===== src/sv/mm4d_pkg.sv =====
package mm4d_pkg;

	localparam int ELEM_WIDTH = 16;
	localparam int FRAC_BITS  = 8;
	localparam int DET_WIDTH  = 64;
	localparam int OP_WIDTH   = 3;
	localparam int COL_WIDTH  = 2;

	localparam logic [OP_WIDTH-1:0] OP_LOAD  = 3'd0;
	localparam logic [OP_WIDTH-1:0] OP_MUL   = 3'd1;
	localparam logic [OP_WIDTH-1:0] OP_IDENT = 3'd2;
	localparam logic [OP_WIDTH-1:0] OP_ZERO  = 3'd3;
	localparam logic [OP_WIDTH-1:0] OP_DET   = 3'd4;
	localparam logic [OP_WIDTH-1:0] OP_READ  = 3'd5;

endpackage


===== src/sv/mm4d_merge.sv =====
// Combine lane results: determinant sum or per-row shift and clip.
module mm4d_merge #(
	parameter int EW   = mm4d_pkg::ELEM_WIDTH,
	parameter int FRAC = mm4d_pkg::FRAC_BITS
) (
	input  logic [mm4d_pkg::OP_WIDTH-1:0]         op,
	input  logic signed [4*EW+3:0]                lane [4],
	input  logic signed [EW-1:0]                  rd_col [4],
	output logic signed [EW-1:0]                  res [4],
	output logic signed [mm4d_pkg::DET_WIDTH-1:0] det,
	output logic                                  sat
);

	localparam int LW   = 4 * EW + 4;
	localparam int SUMW = (LW + 2 > mm4d_pkg::DET_WIDTH + 1) ? LW + 2 : mm4d_pkg::DET_WIDTH + 1;
	localparam logic signed [SUMW-1:0] DMAX =
		SUMW'($signed({1'b0, {(mm4d_pkg::DET_WIDTH-1){1'b1}}}));
	localparam logic signed [SUMW-1:0] DMIN =
		SUMW'($signed({1'b1, {(mm4d_pkg::DET_WIDTH-1){1'b0}}}));
	localparam logic signed [LW-1:0] EMAX = LW'($signed({1'b0, {(EW-1){1'b1}}}));
	localparam logic signed [LW-1:0] EMIN = LW'($signed({1'b1, {(EW-1){1'b0}}}));

	logic signed [SUMW-1:0] sum;
	logic signed [LW-1:0]   sh [4];
	logic signed [EW-1:0]   mres [4];
	logic [3:0]             mclip;
	logic signed [mm4d_pkg::DET_WIDTH-1:0] dsat;
	logic                   dclip;

	always_comb begin
		sum = SUMW'(lane[0]) + SUMW'(lane[1]) + SUMW'(lane[2]) + SUMW'(lane[3]);
		dclip = 1'b0;
		dsat = sum[mm4d_pkg::DET_WIDTH-1:0];
		if (sum > DMAX) begin
			dsat = DMAX[mm4d_pkg::DET_WIDTH-1:0];
			dclip = 1'b1;
		end else if (sum < DMIN) begin
			dsat = DMIN[mm4d_pkg::DET_WIDTH-1:0];
			dclip = 1'b1;
		end
		for (int i = 0; i < 4; i++) begin
			sh[i] = lane[i] >>> FRAC;
			mclip[i] = 1'b1;
			if (sh[i] > EMAX)
				mres[i] = EMAX[EW-1:0];
			else if (sh[i] < EMIN)
				mres[i] = EMIN[EW-1:0];
			else begin
				mres[i] = sh[i][EW-1:0];
				mclip[i] = 1'b0;
			end
		end
	end

	always_comb begin
		for (int i = 0; i < 4; i++)
			res[i] = '0;
		det = '0;
		sat = 1'b0;
		case (op)
			mm4d_pkg::OP_MUL: begin
				res = mres;
				sat = |mclip;
			end
			mm4d_pkg::OP_DET: begin
				det = dsat;
				sat = dclip;
			end
			mm4d_pkg::OP_READ: begin
				res = rd_col;
			end
			default: begin
			end
		endcase
	end

endmodule


===== config.mk =====
export PLATFORM = sky130hd
export DESIGN_NAME = mm4d_merge
export DESIGN_NICKNAME = d
export VERILOG_FILES = /design/src/sv/mm4d_pkg.sv /design/src/sv/mm4d_merge.sv
export SDC_FILE = /design/constraint.sdc
export NUM_CORES = 1
export LEC_CHECK = 0
export BUFFER_PORTS_ARGS = -buffer_cell sky130_fd_sc_hd__buf_2
export CAP_MARGIN = 5
export CORE_ASPECT_RATIO = 0.5
export CORE_UTILIZATION = 35
export DETAILED_ROUTE_END_ITERATION = 16
export GPL_TIMING_DRIVEN = 0
export PLACE_DENSITY_LB_ADDON = 0.12
export SKIP_LAST_GASP = 1
export SLEW_MARGIN = 20
export SYNTH_ARGS = -nofsm -noshare
export SYNTH_HDL_FRONTEND = slang
export SYNTH_SLANG_ARGS = --single-unit

===== constraint.sdc =====
create_clock -name vclk -period 9
set_clock_uncertainty 0.15 [all_clocks]
set_input_delay 0.45 -clock vclk [all_inputs]
set_output_delay 0.45 -clock vclk [all_outputs]
set_load 0.1 [all_outputs]

==> results of run 1 <==
## final cells by class
| cell class | count | area (sq um) | area share [%] |
|---|---|---|---|
| timing repair buffer | 469 | 2350 | 15.8 |
| antenna | 13 | 32.5 | 0.219 |
| tap | 441 | 552 | 3.71 |
| multi-input combinational | 1297 | 10100 | 67.6 |
| buffer | 102 | 439 | 2.96 |
| inverter | 383 | 1440 | 9.67 |
## layer usage
metal | GRT usage, % | vias to the layer above | part of all wire (%)
met2 | 46.3 | 816 | 38
met3 | 10.3 | 46 | 12
met4 | 5.78 | 6 | 1.3
met1 | 55.0 | 7291 | 49
met5 | 0 | - | 0.065
li1 | - | 7057 | -
## metrics by stage
stage / power [mW] / cell area (sq um) / util, % / hold slack [ps] / setup slack [ps]
after floorplan: 2.38 / 11900 / - / 1310 / 1570
after global placement: 3.34 / 14800 / 44.5 / 1230 / 2010
after detailed placement: 3.34 / 14800 / 44.5 / 1230 / 1960
after CTS: 3.36 / 14800 / 44.5 / 1230 / 1960
after global routing: 3.67 / 14900 / 44.6 / 1250 / 1610
final: 3.45 / 14900 / 44.6 / 1240 / 1750
## path summary, 6_finish.rpt
| path | end | start | depth (start not counted) |
|---|---|---|---|
| min | res[49] | rd_col[49] | 4 |
| max | det[37] | lane[1] | 21 |
## synthesized netlist by cell type (4+ instances only)
master    number
o311ai_2       8
o31ai_1       12
a21o_1        12
clkbuf_1      69
a211oi_1       9
o221ai_1       5
a21oi_1      148
fa_1         137
a31oi_1       11
o311ai_1      11
nand2b_1       4
or4_1          5
or3_1          8
and3_1         5
buf_2         18
o21bai_1      17
xor2_1        22
nor2_1        69
a21boi_0       5
nand4_1       85
and2_1         8
nand3_1      109
inv_1        382
xnor2_1       39
or3b_2         6
nor3_1        28
nor4_1        57
o41ai_1        4
o211ai_1      45
ha_1          69
a41oi_1        4
o21ai_1       11
a221oi_1       6
o21a_1        14
o21ai_0      100
nand2_1      165
buf_1          7
a211o_1        5
## cell families after synthesis
| group | share of synthesized area (%) |
|---|---|
| adders and majority gates | 30.3 |
| AOI/OAI and AO/OA | 25.2 |
| muxes | 0.0945 |
| buffers and inverters | 15.8 |
| and+or+nand+nor | 24.2 |
| xor gates and xnor gates | 4.48 |
## power groups by stage
| stage | combinational (mW) | sequential, mW | clock [mW] |
|---|---|---|---|
| final | 3.45 | 0 | 0.000000194 |
| after global routing | 3.67 | 0 | 0.000000149 |
| after CTS | 3.36 | 0 | 0 |
| after detailed placement | 3.34 | 0 | 0 |
| after global placement | 3.34 | 0 | 0 |
| after floorplan | 2.38 | 0 | 0 |
## layout by cell type, fill, tap and decap left out, types with 6 or more instances in the layout
master	count
buf_2	487
inv_1	382
nand2_1	165
a21oi_1	148
fa_1	137
nand3_1	109
o21ai_0	100
nand4_1	85
clkbuf_1	69
nor2_1	69
ha_1	69
nor4_1	57
o211ai_1	45
xnor2_1	39
nor3_1	28
xor2_1	22
o21bai_1	17
o21a_1	14
diode_2	13
o31ai_1	12
a21o_1	12
o21ai_1	11
a31oi_1	11
o311ai_1	11
a211oi_1	9
and2_1	8
or3_1	8
o311ai_2	8
buf_1	7
or3b_2	6
a221oi_1	6
==> qor.yml, run 1 <==
worst_setup_path:
  crit_chain: "buf_2 > inv_1 > fa_1 > inv_1 > fa_1 > ha_1 > inv_1 > fa_1 > and2b_2 > o2111ai_4 > a21boi_4 > a31oi_4 > o41ai_4 > a21oi_1 > o31ai_1 > xnor2_1 > buf_2 > buf_1 > nand3_1 > o211ai_1 > buf_2"
  slowest_stage: "o41ai_4"
  end_kind: "primary output"
  path_max_fanout: 10
  worst-path-buf-inv: 7
  critPathTopFamily: "compound AO/OA/AOI/OAI gates"
  cp-start-kind: "primary input"
  cp_slowest_stage_delay_ps: 700
  cp.required_ps: 8400
  crit_type: "primary input to primary output"
  arrival_ps: 6650
timing:
  tightest_slew_ps: 890
  hold_violations: 0
  setup_violations: 0
  drv_slew: 0
  rsz0062_at_grt: "no"
  setup_tns_ps: 0
  max_slew_margin_pct: 40.1
  layout_worst_path_cycle_share_pct: 80.6
  period_needed_ps: 7250
  fmax_ghz: 0.138
final_layout:
  ff_latch_area_sq_um: 0
  area_growth_pct: 24.7
  final_cells: 2705
  finalNetCount: 2798
  drive_above_1_share_pct: 23.5
  design.seq.count: 0
  n_clock_buffer: 0
  nFillCells: 3687
floorplanning:
  start_util_pct: 35.8
  die-area_sq_mm: 0.0348
  row_count: 47
  io_pins: 468
  die_w_um: 263
  die_h_um: 132
  core_area_sq_mm: 0.0333
job:
  maxCapViolCount: 0
power_and_ir_drop:
  switching_share_pct: 72.9
  switchingPower_mw: 2.51
  clock_power_share_pct: 0
  total_leakage_power_nw: 7.47
  p_seq_share_pct: 0
  pwr-share-comb_pct: 100.0
  internal_power_mw: 0.935
  irDropWorstVdd_uv: 123
  power_density_mw_per_mm2: 232
routing:
  vias: 15200
  detail_route.vias_per_cell: 5.63
  dr.first_iter.drc_count: 1761
  firstDrtPassIters: 5
  drc: 0
  drtAntennaViolNets: 0
  avgRoutedWirePerCell_um: 23.4
  routed_wl_um: 63200
logic_synthesis:
  ys_seq_area_share_pct: 0
  synthesis.yosys.warnings: 0
  syn_avg_cell_area_sq_um: 6.69
  synth_top_area_share_pct: 23.0
  synth_cells: 1782
  yosys-top-cells-area: "fa_1, inv_1, ha_1"
  synthesis.nets: 2327
  synth.distinct_cells: 78
  netlist_area_sq_mm: 0.0119
  synth.largest_area_cell: "fa_1"
place:
  place.port_buffers: 468
  gp_congestion: 1.02
  hpwl_um: 57100
  placedCellCount: 2692
clock_network:
  hold_buffers: 0
  post-cts-setup-buffers: 0
  cts-resized-gates: 0
run_status:
  status: "completed"
global_routing:
  grt_overflow: 0
  antenna_found_initial: 15
  grt_pass1_vias: 14100
  track_usage_pct: 35.1
  grt_max_degree: 11
  grt_pass1_wl_um: 91400
worst_hold_path:
  hp-class: "primary input to primary output"
Note: power is estimated with default switching activity, not from simulation.
==> run 2: changes to the inputs <==
Settings changed: ABC_AREA from default to 1.
Clock period 9 ns to 6.1 ns, I/O delays scaled along.
==> run 2 against run 1 <==
Against the previous run:
- cell area increased by 6.4%
- non-clock buffer count fell by 64
- worst setup slack worse by 880 ps
- first-iteration DRC count decreased by 39%
- worst hold slack got worse by 290 ps
- sequential share of layout area did not move
- synthesized area increased by 7.8%
- count of clock-buffer cells in the layout is the same
- global-route usage decreased by 5.5 points
- largest power group unchanged
==> qor.yml, run 2 <==
floorplanning:
  start_util_pct: 35.6  # -0.15 points
  die_h_um: 137  # +3.8%
  core_area_sq_mm: 0.0360  # +8.3%
  die_w_um: 273  # +3.8%
  io_pins: 468  # unchanged
  die-area_sq_mm: 0.0375  # +7.8%
  row_count: 49  # +4.3%
final_layout:
  ff_latch_area_sq_um: 0  # unchanged
  n_clock_buffer: 0  # unchanged
  multi_input_area_sq_mm: 0.0102  # +1.7%
  final_area_sq_mm: 0.0158  # +6.4%
  drive_above_1_share_pct: 26.1  # +2.5 points
  area_growth_pct: 23.1
  design.seq.count: 0  # unchanged
  final_cell_mix: "inv_1, buf_2, nand2_1"
  layout_commonest_cell: "inv_1"
  finalNetCount: 3140  # +12%
  nFillCells: 4161  # +13%
worst_setup_path:
  crit_type: "primary input to primary output"
  cp-start-kind: "primary input"
  cp_slowest_stage_delay_ps: 530  # -170 ps
  path_max_fanout: 3  # -7
  crit_start: "lane[1]"
  worstSetupEndpoint: "det[55]"
  worst-path-buf-inv: 6  # -1
  crit_top_cell: "nand2_1"
  crit_chain: "buf_2 > inv_1 > fa_1 > inv_1 > fa_1 > ha_1 > inv_1 > fa_1 > inv_1 > nand2_1 > nand2_1 > and2_4 > nand2_1 > nand2_1 > nand2_1 > nand2_2 > nand3_1 > nand3_1 > nand3_1 > o21ai_0 > xor2_1 > nand2_2 > a21oi_2 > buf_2"
  cp.required_ps: 5640  # -2760 ps
  arrival_ps: 4780  # -1870 ps
  end_kind: "primary output"
  slowest_stage: "fa_1"
  critPathTopFamily: "adder cells"
  path_depth: 24  # +14%
routing:
  detail_route.vias_per_cell: 4.82  # -14%
  firstDrtPassIters: 5  # unchanged
  routed_wl_um: 55900  # -12%
  vias: 14800  # -2.4%
  avgRoutedWirePerCell_um: 18.2  # -22%
  dr.first_iter.drc_count: 1068  # -39%
  drc: 0  # unchanged
  drtAntennaViolNets: 0  # unchanged
timing:
  rsz0062_at_grt: "no"
  setup_tns_ps: 0  # unchanged
  period_needed_ps: 5230
  layout_worst_path_cycle_share_pct: 85.7
  max_slew_margin_pct: 24.1  # -16 points
  fmax_ghz: 0.191
  setup_violations: 0  # unchanged
  drv_slew: 0  # unchanged
  whs_ps: 942  # -293 ps
  hold_violations: 0  # unchanged
  tightest_slew_ps: 1130  # +239 ps
power_and_ir_drop:
  p_total_mw: 4.88  # +42%
  switching_share_pct: 68.5  # -4.4 points
  p_seq_share_pct: 0  # unchanged
  clock_power_share_pct: 0  # unchanged
  switchingPower_mw: 3.34  # +33%
  internal_power_mw: 1.54  # +65%
  power_density_mw_per_mm2: 309  # +33%
  pwr-share-comb_pct: 100.0  # about the same
  total_leakage_power_nw: 9.06  # +21%
  irDropWorstVdd_uv: 413  # +240%
logic_synthesis:
  yosys-top-cells-area: "fa_1, inv_1, nand2_1"
  synth_cells: 2125  # +19%
  yosysMostFrequentCell: "inv_1"
  synth.distinct_cells: 43  # -45%
  ys_seq_area_share_pct: 0  # unchanged
  netlist_area_sq_mm: 0.0128  # +7.8%
  synthesis.nets: 2670  # +15%
  synth_top_area_share_pct: 21.3  # -1.7 points
  synthTopCellsByCount: "inv_1, nand2_1, nor2_1"
  syn_avg_cell_area_sq_um: 6.05  # -9.6%
  synthesis.yosys.warnings: 0  # unchanged
  synth.largest_area_cell: "fa_1"
worst_hold_path:
  hp-class: "primary input to primary output"
run_status:
  status: "completed"
global_routing:
  grt_pass1_vias: 14300  # +0.95%
  grt_max_degree: 11  # unchanged
  antenna_found_initial: 1  # -14
  grt_pass1_wl_um: 83400  # -8.7%
  grt_overflow: 0  # unchanged
  track_usage_pct: 29.5  # -5.5 points
place:
  hpwl_um: 51400  # -10%
  gp_congestion: 0.970  # -4.9%
  placed_cell_area_sq_mm: 0.0158  # +6.6%
  place.port_buffers: 468  # unchanged
clock_network:
  hold_buffers: 0  # unchanged
  post-cts-setup-buffers: 0  # unchanged
  cts-resized-gates: 0  # unchanged
job:
  maxCapViolCount: 0  # unchanged
-- run 2: changes by cell type after synthesis, moves of 60 or more --
cell / before / now
inv_1: 382 / 603
nor2_1: 69 / 145
nand2_1: 165 / 419
a21oi_2: 0 / 60
nand2_2: 0 / 89
nand3_1: 109 / 43
-- run 2: cell families after synthesis --
kind of cell    count (synthesis)  share of synthesized area (%)
buf+inv                       652                           20.6
simple gates                  870                           31.6
xor+xnor                       59                           4.02
compound gates                338                           15.7
fa+ha+maj                     206                           28.1
-- run 2: routing by layer --
metal	part of all wire, %	up-vias	GRT usage, %
met4	0.96	0	2.51
met5	0	-	0
met2	48	441	52.8
met1	46	6929	40.4
li1	-	7446	-
met3	5.5	29	2.21
-- run 2: worst min path at each step --
| stage | startpoint | endpoint | slack, ps | depth (start not counted) |
|---|---|---|---|---|
| finish | rd_col[57] | res[57] | 940 | 4 |
| global route | rd_col[8] | res[8] | 960 | 4 |
| CTS | rd_col[57] | res[57] | 950 | 4 |
| detailed placement | rd_col[8] | res[8] | 940 | 4 |
| global placement | rd_col[7] | res[7] | 950 | 4 |
| floorplan | op[2] | det[3] | 1070 | 3 |
-- run 2: power by group through the flow --
stage | clock, mW | combinational (mW) | sequential (mW)
finish | 0.0000000219 | 4.88 | 0
global route | 0.0000000219 | 5.35 | 0
CTS | 0 | 4.89 | 0
detailed placement | 0 | 4.86 | 0
global placement | 0 | 4.86 | 0
floorplan | 0 | 3.70 | 0
-- run 2: layout make-up --
class | count | area share, %
timing repair buffer | 468 | 14.8
antenna | 1 | 0.0158
tap | 484 | 3.83
inverter | 613 | 14.6
buffer | 39 | 2.16
multi-input combinational | 1473 | 64.6
-- run 2: per-stage QoR --
| stage | instances | setup WS (ps) | utilization [%] |
|---|---|---|---|
| finish | 3078 | 869 | 43.9 |
| global route | 3078 | 560 | 43.9 |
| CTS | 3077 | 895 | 43.9 |
| detailed placement | 3077 | 902 | 43.9 |
| global placement | 3077 | 921 | 43.8 |
| floorplan | 2125 | 786 | - |
